### src/rtl/edf_process_scheduler_macros.svh
// Assertion helpers for the scheduler; each expects clk and arst_n in scope.
`ifndef EDF_PROCESS_SCHEDULER_MACROS_SVH
`define EDF_PROCESS_SCHEDULER_MACROS_SVH

// Check that cons holds in the same cycle as ante.
`define EDF_ASSERT_NOW(label, ante, cons, msg) \
	label: assert property (@(posedge clk) disable iff (!arst_n) (ante) |-> (cons)) \
		else $error(msg);

// Check that cons holds in the cycle after ante.
`define EDF_ASSERT_NEXT(label, ante, cons, msg) \
	label: assert property (@(posedge clk) disable iff (!arst_n) (ante) |=> (cons)) \
		else $error(msg);

`endif

### src/rtl/edf_pkg.sv
`default_nettype none
package edf_pkg;

	localparam logic [2:0] ST_LOADED = 3'd0;
	localparam logic [2:0] ST_RAN    = 3'd1;
	localparam logic [2:0] ST_IDLE   = 3'd2;
	localparam logic [2:0] ST_DONE   = 3'd3;
	localparam logic [2:0] ST_FULL   = 3'd4;

	localparam logic REQ_LOAD = 1'b0;
	localparam logic REQ_STEP = 1'b1;

	localparam logic REG_SWITCH_OVERHEAD = 1'b0;

	// Running summary of the slots seen so far along the chain.
	typedef struct packed {
		logic        any_left;
		logic        pick_valid;
		logic [15:0] pick_dl;
		logic [16:0] pick_rem;
		logic        free_valid;
	} scan_rec_t;

	// Slot update broadcast to all cells; the target slot index travels beside it.
	typedef struct packed {
		logic        load;
		logic        run;
		logic [15:0] arrival;
		logic [16:0] remaining;
		logic [15:0] deadline;
	} slot_cmd_t;

endpackage
`default_nettype wire

### src/rtl/edf_cell.sv
`default_nettype none
module edf_cell #(
	parameter int NUM_SLOTS = 16,
	parameter int IDX = 0
) (
	input  wire logic                         clk,
	input  wire logic                         arst_n,
	input  wire edf_pkg::scan_rec_t           rec_in,
	input  wire logic [$clog2(NUM_SLOTS)-1:0] pidx_in,
	input  wire logic [$clog2(NUM_SLOTS)-1:0] fidx_in,
	input  wire logic [31:0]                  now_tick,
	input  wire edf_pkg::slot_cmd_t           cmd,
	input  wire logic [$clog2(NUM_SLOTS)-1:0] wr_idx,
	output edf_pkg::scan_rec_t                rec_out,
	output logic [$clog2(NUM_SLOTS)-1:0]      pidx_out,
	output logic [$clog2(NUM_SLOTS)-1:0]      fidx_out
);
	import edf_pkg::*;

	localparam int IW = $clog2(NUM_SLOTS);
	localparam logic [IW-1:0] MY_IDX = IW'(IDX);

	logic        valid_q;
	logic        done_q;
	logic [15:0] arrival_q;
	logic [16:0] rem_q;
	logic [15:0] dl_q;

	scan_rec_t     rec_q;
	logic [IW-1:0] pidx_q;
	logic [IW-1:0] fidx_q;

	logic      live;
	logic      ready;
	logic      take_pick;
	logic      take_free;
	logic      hit;
	scan_rec_t rec_nxt;

	assign live      = valid_q && !done_q;
	assign ready     = live && ({16'b0, arrival_q} <= now_tick);
	// strict compare keeps the lower slot on a tie
	assign take_pick = ready && (!rec_in.pick_valid || dl_q < rec_in.pick_dl);
	assign take_free = !rec_in.free_valid && !valid_q;
	assign hit       = (wr_idx == MY_IDX);

	always_comb begin
		rec_nxt = rec_in;
		rec_nxt.any_left = rec_in.any_left | live;
		if (take_pick) begin
			rec_nxt.pick_valid = 1'b1;
			rec_nxt.pick_dl    = dl_q;
			rec_nxt.pick_rem   = rem_q;
		end
		if (take_free) begin
			rec_nxt.free_valid = 1'b1;
		end
	end

	always_ff @(posedge clk) begin
		rec_q  <= rec_nxt;
		pidx_q <= take_pick ? MY_IDX : pidx_in;
		fidx_q <= take_free ? MY_IDX : fidx_in;
	end

	always_ff @(posedge clk or negedge arst_n) begin
		if (!arst_n) begin
			valid_q <= 1'b0;
			done_q  <= 1'b0;
		end else if (hit && cmd.load) begin
			valid_q <= 1'b1;
			done_q  <= 1'b0;
		end else if (hit && cmd.run && rem_q <= 17'd1) begin
			done_q <= 1'b1;
		end
	end

	always_ff @(posedge clk) begin
		if (hit && cmd.load) begin
			arrival_q <= cmd.arrival;
			rem_q     <= cmd.remaining;
			dl_q      <= cmd.deadline;
		end else if (hit && cmd.run) begin
			rem_q <= (rem_q <= 17'd1) ? 17'd0 : rem_q - 17'd1;
		end
	end

	assign rec_out  = rec_q;
	assign pidx_out = pidx_q;
	assign fidx_out = fidx_q;

endmodule
`default_nettype wire

### src/rtl/edf_process_scheduler.sv
`default_nettype none
`include "edf_process_scheduler_macros.svh"
// Earliest-deadline-first scheduler over NUM_SLOTS process slots. Each item
// (load or step) passes through the scan state, in which the scan record
// hops one slot cell per cycle down the chain, then the finish state, which
// applies the slot update and registers the result, and then the result
// cycle itself. busy drops in the result cycle, so a new start can be taken
// there; a new item is not taken while busy, so items do not overlap.
// result_valid is high for exactly one cycle and the result cannot be held
// off.
module edf_process_scheduler #(
	parameter int NUM_SLOTS = 16
) (
	input  wire logic        clk,
	input  wire logic        arst_n,
	input  wire logic        start,
	output logic             busy,
	input  wire logic        req_type,
	input  wire logic [15:0] arrival_time,
	input  wire logic [15:0] exec_time,
	input  wire logic [15:0] due_deadline,
	output logic             result_valid,
	output logic [2:0]       status,
	output logic [4:0]       proc_id,
	output logic [31:0]      run_tick,
	output logic             finished,
	input  wire logic        psel,
	input  wire logic        penable,
	input  wire logic        pwrite,
	input  wire logic [2:0]  paddr,
	input  wire logic [31:0] pwdata,
	output logic [31:0]      prdata,
	output logic             pready
);
	import edf_pkg::*;

	localparam int IW = $clog2(NUM_SLOTS);
	localparam logic [IW-1:0] LAST_CNT = IW'(NUM_SLOTS - 1);

	localparam logic [1:0] S_IDLE   = 2'd0;
	localparam logic [1:0] S_SCAN   = 2'd1;
	localparam logic [1:0] S_FINISH = 2'd2;

	logic [1:0]    state_q;
	logic [IW-1:0] cnt_q;
	logic          req_q;
	logic [15:0]   arr_q;
	logic [15:0]   exe_q;
	logic [15:0]   dl_q;
	logic [31:0]   now_q;
	logic [7:0]    ovh_q;
	logic [IW-1:0] last_idx_q;
	logic          has_run_q;

	logic          result_valid_q;
	logic [2:0]    status_q;
	logic [4:0]    proc_id_q;
	logic [31:0]   run_tick_q;
	logic          finished_q;

	scan_rec_t     rec   [NUM_SLOTS+1];
	logic [IW-1:0] pidx  [NUM_SLOTS+1];
	logic [IW-1:0] fidx  [NUM_SLOTS+1];

	slot_cmd_t     cmd;
	logic [IW-1:0] wr_idx;
	scan_rec_t     fin_rec;
	logic          accept;
	logic          cfg_wr;

	logic [IW-1:0] sel_idx;
	logic [IW:0]   sel_id;
	logic [IW+5:0] sel_id_ext;
	logic          do_switch;
	logic [31:0]   disp_tick;
	logic [2:0]    res_status;
	logic [31:0]   res_tick;
	logic          res_fin;
	logic          res_has_id;
	logic [31:0]   now_nxt;
	logic          run_upd;

	assign accept  = start && !busy;
	assign busy    = (state_q != S_IDLE);
	assign cfg_wr  = psel && penable && pwrite && pready;
	assign pready  = 1'b1;
	assign prdata  = (paddr[2] == REG_SWITCH_OVERHEAD) ? {24'b0, ovh_q} : 32'b0;

	assign rec[0]  = '0;
	assign pidx[0] = '0;
	assign fidx[0] = '0;
	assign fin_rec = rec[NUM_SLOTS];

	for (genvar i = 0; i < NUM_SLOTS; i++) begin : g_cell
		edf_cell #(
			.NUM_SLOTS(NUM_SLOTS),
			.IDX(i)
		) u_cell (
			.clk(clk),
			.arst_n(arst_n),
			.rec_in(rec[i]),
			.pidx_in(pidx[i]),
			.fidx_in(fidx[i]),
			.now_tick(now_q),
			.cmd(cmd),
			.wr_idx(wr_idx),
			.rec_out(rec[i+1]),
			.pidx_out(pidx[i+1]),
			.fidx_out(fidx[i+1])
		);
	end

	assign sel_idx    = (req_q == REQ_LOAD) ? fidx[NUM_SLOTS] : pidx[NUM_SLOTS];
	assign sel_id     = {1'b0, sel_idx} + (IW+1)'(1);
	assign sel_id_ext = (IW+6)'(sel_id);
	assign do_switch  = has_run_q && (last_idx_q != pidx[NUM_SLOTS]);
	assign disp_tick  = now_q + (do_switch ? {24'b0, ovh_q} : 32'b0);

	// Decide the outcome from the record that left the last cell.
	always_comb begin
		cmd            = '0;
		cmd.arrival    = arr_q;
		cmd.remaining  = {1'b0, exe_q};
		cmd.deadline   = dl_q;
		wr_idx         = sel_idx;
		res_status     = ST_FULL;
		res_tick       = 32'b0;
		res_fin        = 1'b0;
		res_has_id     = 1'b0;
		now_nxt        = now_q;
		run_upd        = 1'b0;
		if (req_q == REQ_LOAD) begin
			if (fin_rec.free_valid) begin
				cmd.load   = (state_q == S_FINISH);
				res_status = ST_LOADED;
				res_has_id = 1'b1;
			end
		end else if (!fin_rec.any_left) begin
			res_status = ST_DONE;
			res_tick   = now_q;
		end else if (!fin_rec.pick_valid) begin
			res_status = ST_IDLE;
			res_tick   = now_q;
			now_nxt    = now_q + 32'd1;
		end else begin
			cmd.run    = (state_q == S_FINISH);
			res_status = ST_RAN;
			res_tick   = disp_tick;
			res_fin    = (fin_rec.pick_rem <= 17'd1);
			res_has_id = 1'b1;
			now_nxt    = disp_tick + 32'd1;
			run_upd    = 1'b1;
		end
	end

	always_ff @(posedge clk or negedge arst_n) begin
		if (!arst_n) begin
			state_q        <= S_IDLE;
			cnt_q          <= '0;
			now_q          <= 32'b0;
			ovh_q          <= 8'b0;
			last_idx_q     <= '0;
			has_run_q      <= 1'b0;
			result_valid_q <= 1'b0;
		end else begin
			result_valid_q <= 1'b0;
			if (cfg_wr && paddr[2] == REG_SWITCH_OVERHEAD) begin
				ovh_q <= pwdata[7:0];
			end
			unique case (state_q)
				S_IDLE: begin
					if (accept) begin
						state_q <= S_SCAN;
						cnt_q   <= '0;
					end
				end
				S_SCAN: begin
					// hold until the record has passed every cell
					if (cnt_q == LAST_CNT) begin
						state_q <= S_FINISH;
					end else begin
						cnt_q <= cnt_q + IW'(1);
					end
				end
				S_FINISH: begin
					state_q        <= S_IDLE;
					result_valid_q <= 1'b1;
					now_q          <= now_nxt;
					if (run_upd) begin
						last_idx_q <= pidx[NUM_SLOTS];
						has_run_q  <= 1'b1;
					end
				end
				default: begin
					state_q <= S_IDLE;
				end
			endcase
		end
	end

	always_ff @(posedge clk) begin
		if (accept) begin
			req_q <= req_type;
			arr_q <= arrival_time;
			exe_q <= exec_time;
			dl_q  <= due_deadline;
		end
		if (state_q == S_FINISH) begin
			status_q   <= res_status;
			proc_id_q  <= res_has_id ? sel_id_ext[4:0] : 5'd0;
			run_tick_q <= res_tick;
			finished_q <= res_fin;
		end
	end

	assign result_valid = result_valid_q;
	assign status       = status_q;
	assign proc_id      = proc_id_q;
	assign run_tick     = run_tick_q;
	assign finished     = finished_q;

	`EDF_ASSERT_NEXT(a_accept_busy, accept, busy, "busy not raised after an accepted item")
	`EDF_ASSERT_NEXT(a_finish_result, state_q == S_FINISH, result_valid_q,
		"finish cycle did not produce a result")
	`EDF_ASSERT_NEXT(a_single_strobe, result_valid_q, !result_valid_q,
		"result strobe longer than one cycle")
	`EDF_ASSERT_NOW(a_result_idle, result_valid_q, !busy || state_q == S_SCAN,
		"result shown while the block is not free")

endmodule
`default_nettype wire
### config.mk
export PLATFORM = sky130hd
export DESIGN_NAME = edf_process_scheduler
export DESIGN_NICKNAME = d
export VERILOG_FILES = /design/src/rtl/edf_pkg.sv /design/src/rtl/edf_cell.sv /design/src/rtl/edf_process_scheduler.sv
export VERILOG_INCLUDE_DIRS = /design/src /design/src/rtl
export SDC_FILE = /design/constraint.sdc
export NUM_CORES = 2
export LEC_CHECK = 0
export ABC_AREA = 1
export ABC_CLOCK_PERIOD_IN_PS = 16200
export BUFFER_PORTS_ARGS = -buffer_cell sky130_fd_sc_hd__buf_2
export CAP_MARGIN = 20
export CORE_MARGIN = 2
export CORE_UTILIZATION = 65
export CTS_CLUSTER_DIAMETER = 120
export DETAILED_ROUTE_END_ITERATION = 6
export GPL_ROUTABILITY_DRIVEN = 0
export GPL_TIMING_DRIVEN = 0
export PLACE_DENSITY = 0.87
export SYNTH_ARGS = -nofsm -noshare
export SYNTH_HDL_FRONTEND = slang
export SYNTH_SLANG_ARGS = --single-unit
### constraint.sdc
create_clock -name clk -period 16.2 [get_ports clk]
set_input_delay 0.81 -clock clk [delete_from_list [all_inputs] [get_ports clk]]
set_output_delay 0.81 -clock clk [all_outputs]
set_load 0.02 [all_outputs]
==> flow_metrics.py <==
metrics = {
    "detailed_routing": {
        "firstDrtPassIters": 7,
        "antenna_left": 0,
        "route.detailed.drc": 0,
        "wl_per_cell_microns": 20.92,
        "dr.first_iter.drc_count": 7274,
        "dr_total_vias": 56620,
        "vias_per_cell": 6.102,
        "wirelength_microns": 194100,
    },
    "placed_design": {
        "portBuffers": 113,
        "dp_slack_ns": 11.52,
        "post-dp-hpwl_microns": 131700,
        "placed_cell_area_sq_um": 75020,
    },
    "setup_path": {
        "cpPeakStageDelay_ns": 0.86,
        "cp_data_arrival_time_ns": 5.33,
        "crit_buf_inv": 6,
        "reg2reg_from": "req_q",
        "path_cells": "buf_2, inv_1, nand3_2, buf_2, nor2_4, inv_1, buf_2, buf_1, nand2_1",
        "crit_fanout": 34,
        "path_class": "flop to flop",
        "endpoint_kind": "flop",
        "path_delay_family": "simple AND/OR/NAND/NOR gates",
        "cpMaxStageDelayCell": "nor2_4",
        "startpoint_type": "flop",
        "crit_path_frequent_cell": "buf_2",
        "critPathRequiredTime_ns": 16.62,
        "startpoint": "req_q",
    },
    "yosys": {
        "synth_compound_area_share_pct": 7.891,
        "synth_mux_area_share_pct": 0,
        "synth_area_per_cell_sq_um": 9.821,
        "async_reset_ff_share_pct": 5.250,
        "synth_xor_area_share_pct": 2.999,
        "synth_top_family_by_area": "simple AND/OR/NAND/NOR gates",
        "syn_inst": 7340,
        "synth_fa_ha_area_share_pct": 9.175,
        "synth_seq_cells": 1600,
        "netlist_area_sq_um": 72090,
        "ys.flop_type": "edfxtp_1",
        "synth-simple-area-share_pct": 17.08,
        "synth-edff-count": 858,
        "synth_warnings": 0,
        "yosysUniqueCellTypes": 68,
        "yosysSeqAreaShare_pct": 56.93,
    },
    "sta": {
        "rsz0062_at_grt": "false",
        "clock_skew_ns": 0.05358,
        "layout_setup_ws_ns": 11.28,
        "finalSetupViolCount": 0,
        "finalCritPeriodShare_pct": 30.34,
        "worst_slew_pin_slew_ns": 1.168,
        "max_slew_margin_pct": 22.14,
        "drv_slew": 0,
        "max_freq_mhz": 203.5,
        "period_needed_ns": 4.915,
        "setup_tns_ns": 0,
        "hold_viol_final": 0,
    },
    "layout": {
        "mostFrequentLayoutCells": "nand2_1, edfxtp_1, inv_1",
        "final_common_cell": "nand2_1",
        "fin_area_sq_um": 80500,
        "drive_gt1_share_pct": 8.741,
        "antenna_cells": 0,
        "nets": 8273,
        "areaGrowthSynthToFinish_pct": 11.67,
    },
    "clock_network": {
        "clk_latency_ns": 0.82,
        "clk_pin_slew_ns": 0.06,
        "cts_num_sinks": 1600,
        "cts_buffers": 158,
        "post_cts_buffers": 0,
        "cts_root_buf": "clkbuf_16",
        "clock_path_buffers": 3,
        "h-tree-depth": 4,
        "tritoncts": "done",
    },
    "worst_hold_path": {
        "min_from": "due_deadline[4]",
        "hold_path.class": "input pin to flop",
    },
    "floorplan": {
        "die_w_microns": 337.0,
        "core_sq_um": 110400,
        "dieArea_sq_um": 113600,
        "std_cell_rows": 122,
        "pin_count": 166,
        "initial_core_util_pct": 65.32,
        "fp.dieH_microns": 337.0,
    },
    "run": {
        "cap_violations": 0,
    },
    "global_routing": {
        "grt_usage_pct": 33.70,
        "gr-total-overflow": 0,
        "antenna_found_initial": 3,
        "grt_pass1_wl_microns": 297700,
        "grt_pass1_vias": 57020,
        "grt_max_degree": 55,
    },
    "status": {
        "status": "finished clean",
    },
    "power": {
        "p_total_w": 0.008634,
        "power_density_nw_per_um2": 107.3,
        "ir_drop_uv": 103.9,
        "p_leak_nw": 33.15,
    },
}
[logic make-up after synthesis]
group                      Yosys count
adders and majority gates          528
xor gates and xnor gates           246
buffers and inverters             1064
DFF                               1600
AOI/OAI and AO/OA                  973
and+or+nand+nor                   2927
other                                2
[registers in the layout, indices dropped and copies added (netlist names)]
register / count
status: 3
g_cell.u_cell.valid_q: 16
g_cell.u_cell.done_q: 16
now_q: 32
has_run_q: 1
g_cell.u_cell.pidx_out: 49
cnt_q: 4
req_q: 1
result_valid: 1
g_cell.u_cell.fidx_out: 49
g_cell.u_cell.arrival_q: 256
g_cell.u_cell.rem_q: 272
last_idx_q: 4
g_cell.u_cell.rec_out: 544
arr_q: 16
finished: 1
state_q: 2
exe_q: 16
dl_q: 16
ovh_q: 8
g_cell.u_cell.dl_q: 256
proc_id: 5
run_tick: 32
[through the flow]
step / utilization [%] / hold WS (ns) / cells
after floorplan: - / 0.3788 / 7363
after global placement: 67.59 / 0.3955 / 8964
after detailed placement: 67.98 / 0.3925 / 8978
after CTS: 72.85 / 0.1557 / 9275
after global routing: 72.94 / 0.1615 / 9279
final: 72.94 / 0.1723 / 9279
[power by group]
| group | internal (W) | total [W] | leakage [nW] | switching, W |
|---|---|---|---|---|
| Combinational | 0.000100 | 0.000367 | 16.4 | 0.000267 |
| Clock | 0.00216 | 0.00376 | 2.61 | 0.00160 |
| Sequential | 0.00439 | 0.00451 | 14.2 | 0.000120 |
[metal layers]
metal	GRT usage (%)	part of all wire (%)	up-vias
li1	-	-	25340
met1	38.12	35	26250
met2	57.60	48	3970
met3	6.792	10	1052
met4	22.98	7.0	4
met5	0	0.012	-
[what timing repair did]
| item | CTS | global route |
|---|---|---|
| hold buffers | 1 | 0 |
| hold endpoints to repair | 30 | 0 |
| gates resized for setup | 0 | 0 |
[synthesized netlist by cell type (54+ instances only)]
cell | instances | share of area [%]
edfxtp_1 | 858 | 36
o21ai_0 | 236 | 1.6
clkbuf_1 | 94 | 0.49
nor2_1 | 556 | 2.9
nand3_1 | 419 | 2.9
dfxtp_1 | 658 | 18
nor3_1 | 76 | 0.53
xnor2_1 | 54 | 0.66
buf_2 | 74 | 0.51
a21oi_1 | 298 | 2.1
nand2_1 | 1641 | 8.5
inv_1 | 822 | 4.3
or2_2 | 70 | 0.61
nand4_1 | 64 | 0.56
dfrtp_1 | 84 | 2.9
o22ai_1 | 260 | 2.3
ha_1 | 527 | 9.1
xor2_1 | 191 | 2.3
[path summary, 6_finish.rpt]
path                                                 endpoint  cells past startpoint  slack (ns)
max in group asynchronous            g_cell[4].u_cell.valid_q                      3       14.92
worst min register to register  g_cell[12].u_cell.pidx_out[3]                      2        0.39
worst min-delay path                                  dl_q[4]                      1        0.17
worst max-delay path               g_cell[13].u_cell.rem_q[1]                      9       11.28
worst max register to register     g_cell[13].u_cell.rem_q[1]                      9       11.28
min in group asynchronous                           now_q[30]                      2        0.53
[layout make-up]
type | instances | area, sq um
inverter | 846 | 3178
tap | 1488 | 1862
sequential | 1600 | 41040
clock buffer | 231 | 4542
clock inverter | 65 | 824.5
timing repair buffer | 132 | 965.9
fill | 6735 | 29870
multi-input combinational | 4699 | 27000
buffer | 218 | 1087
Note: power is estimated with default switching activity, not from simulation.
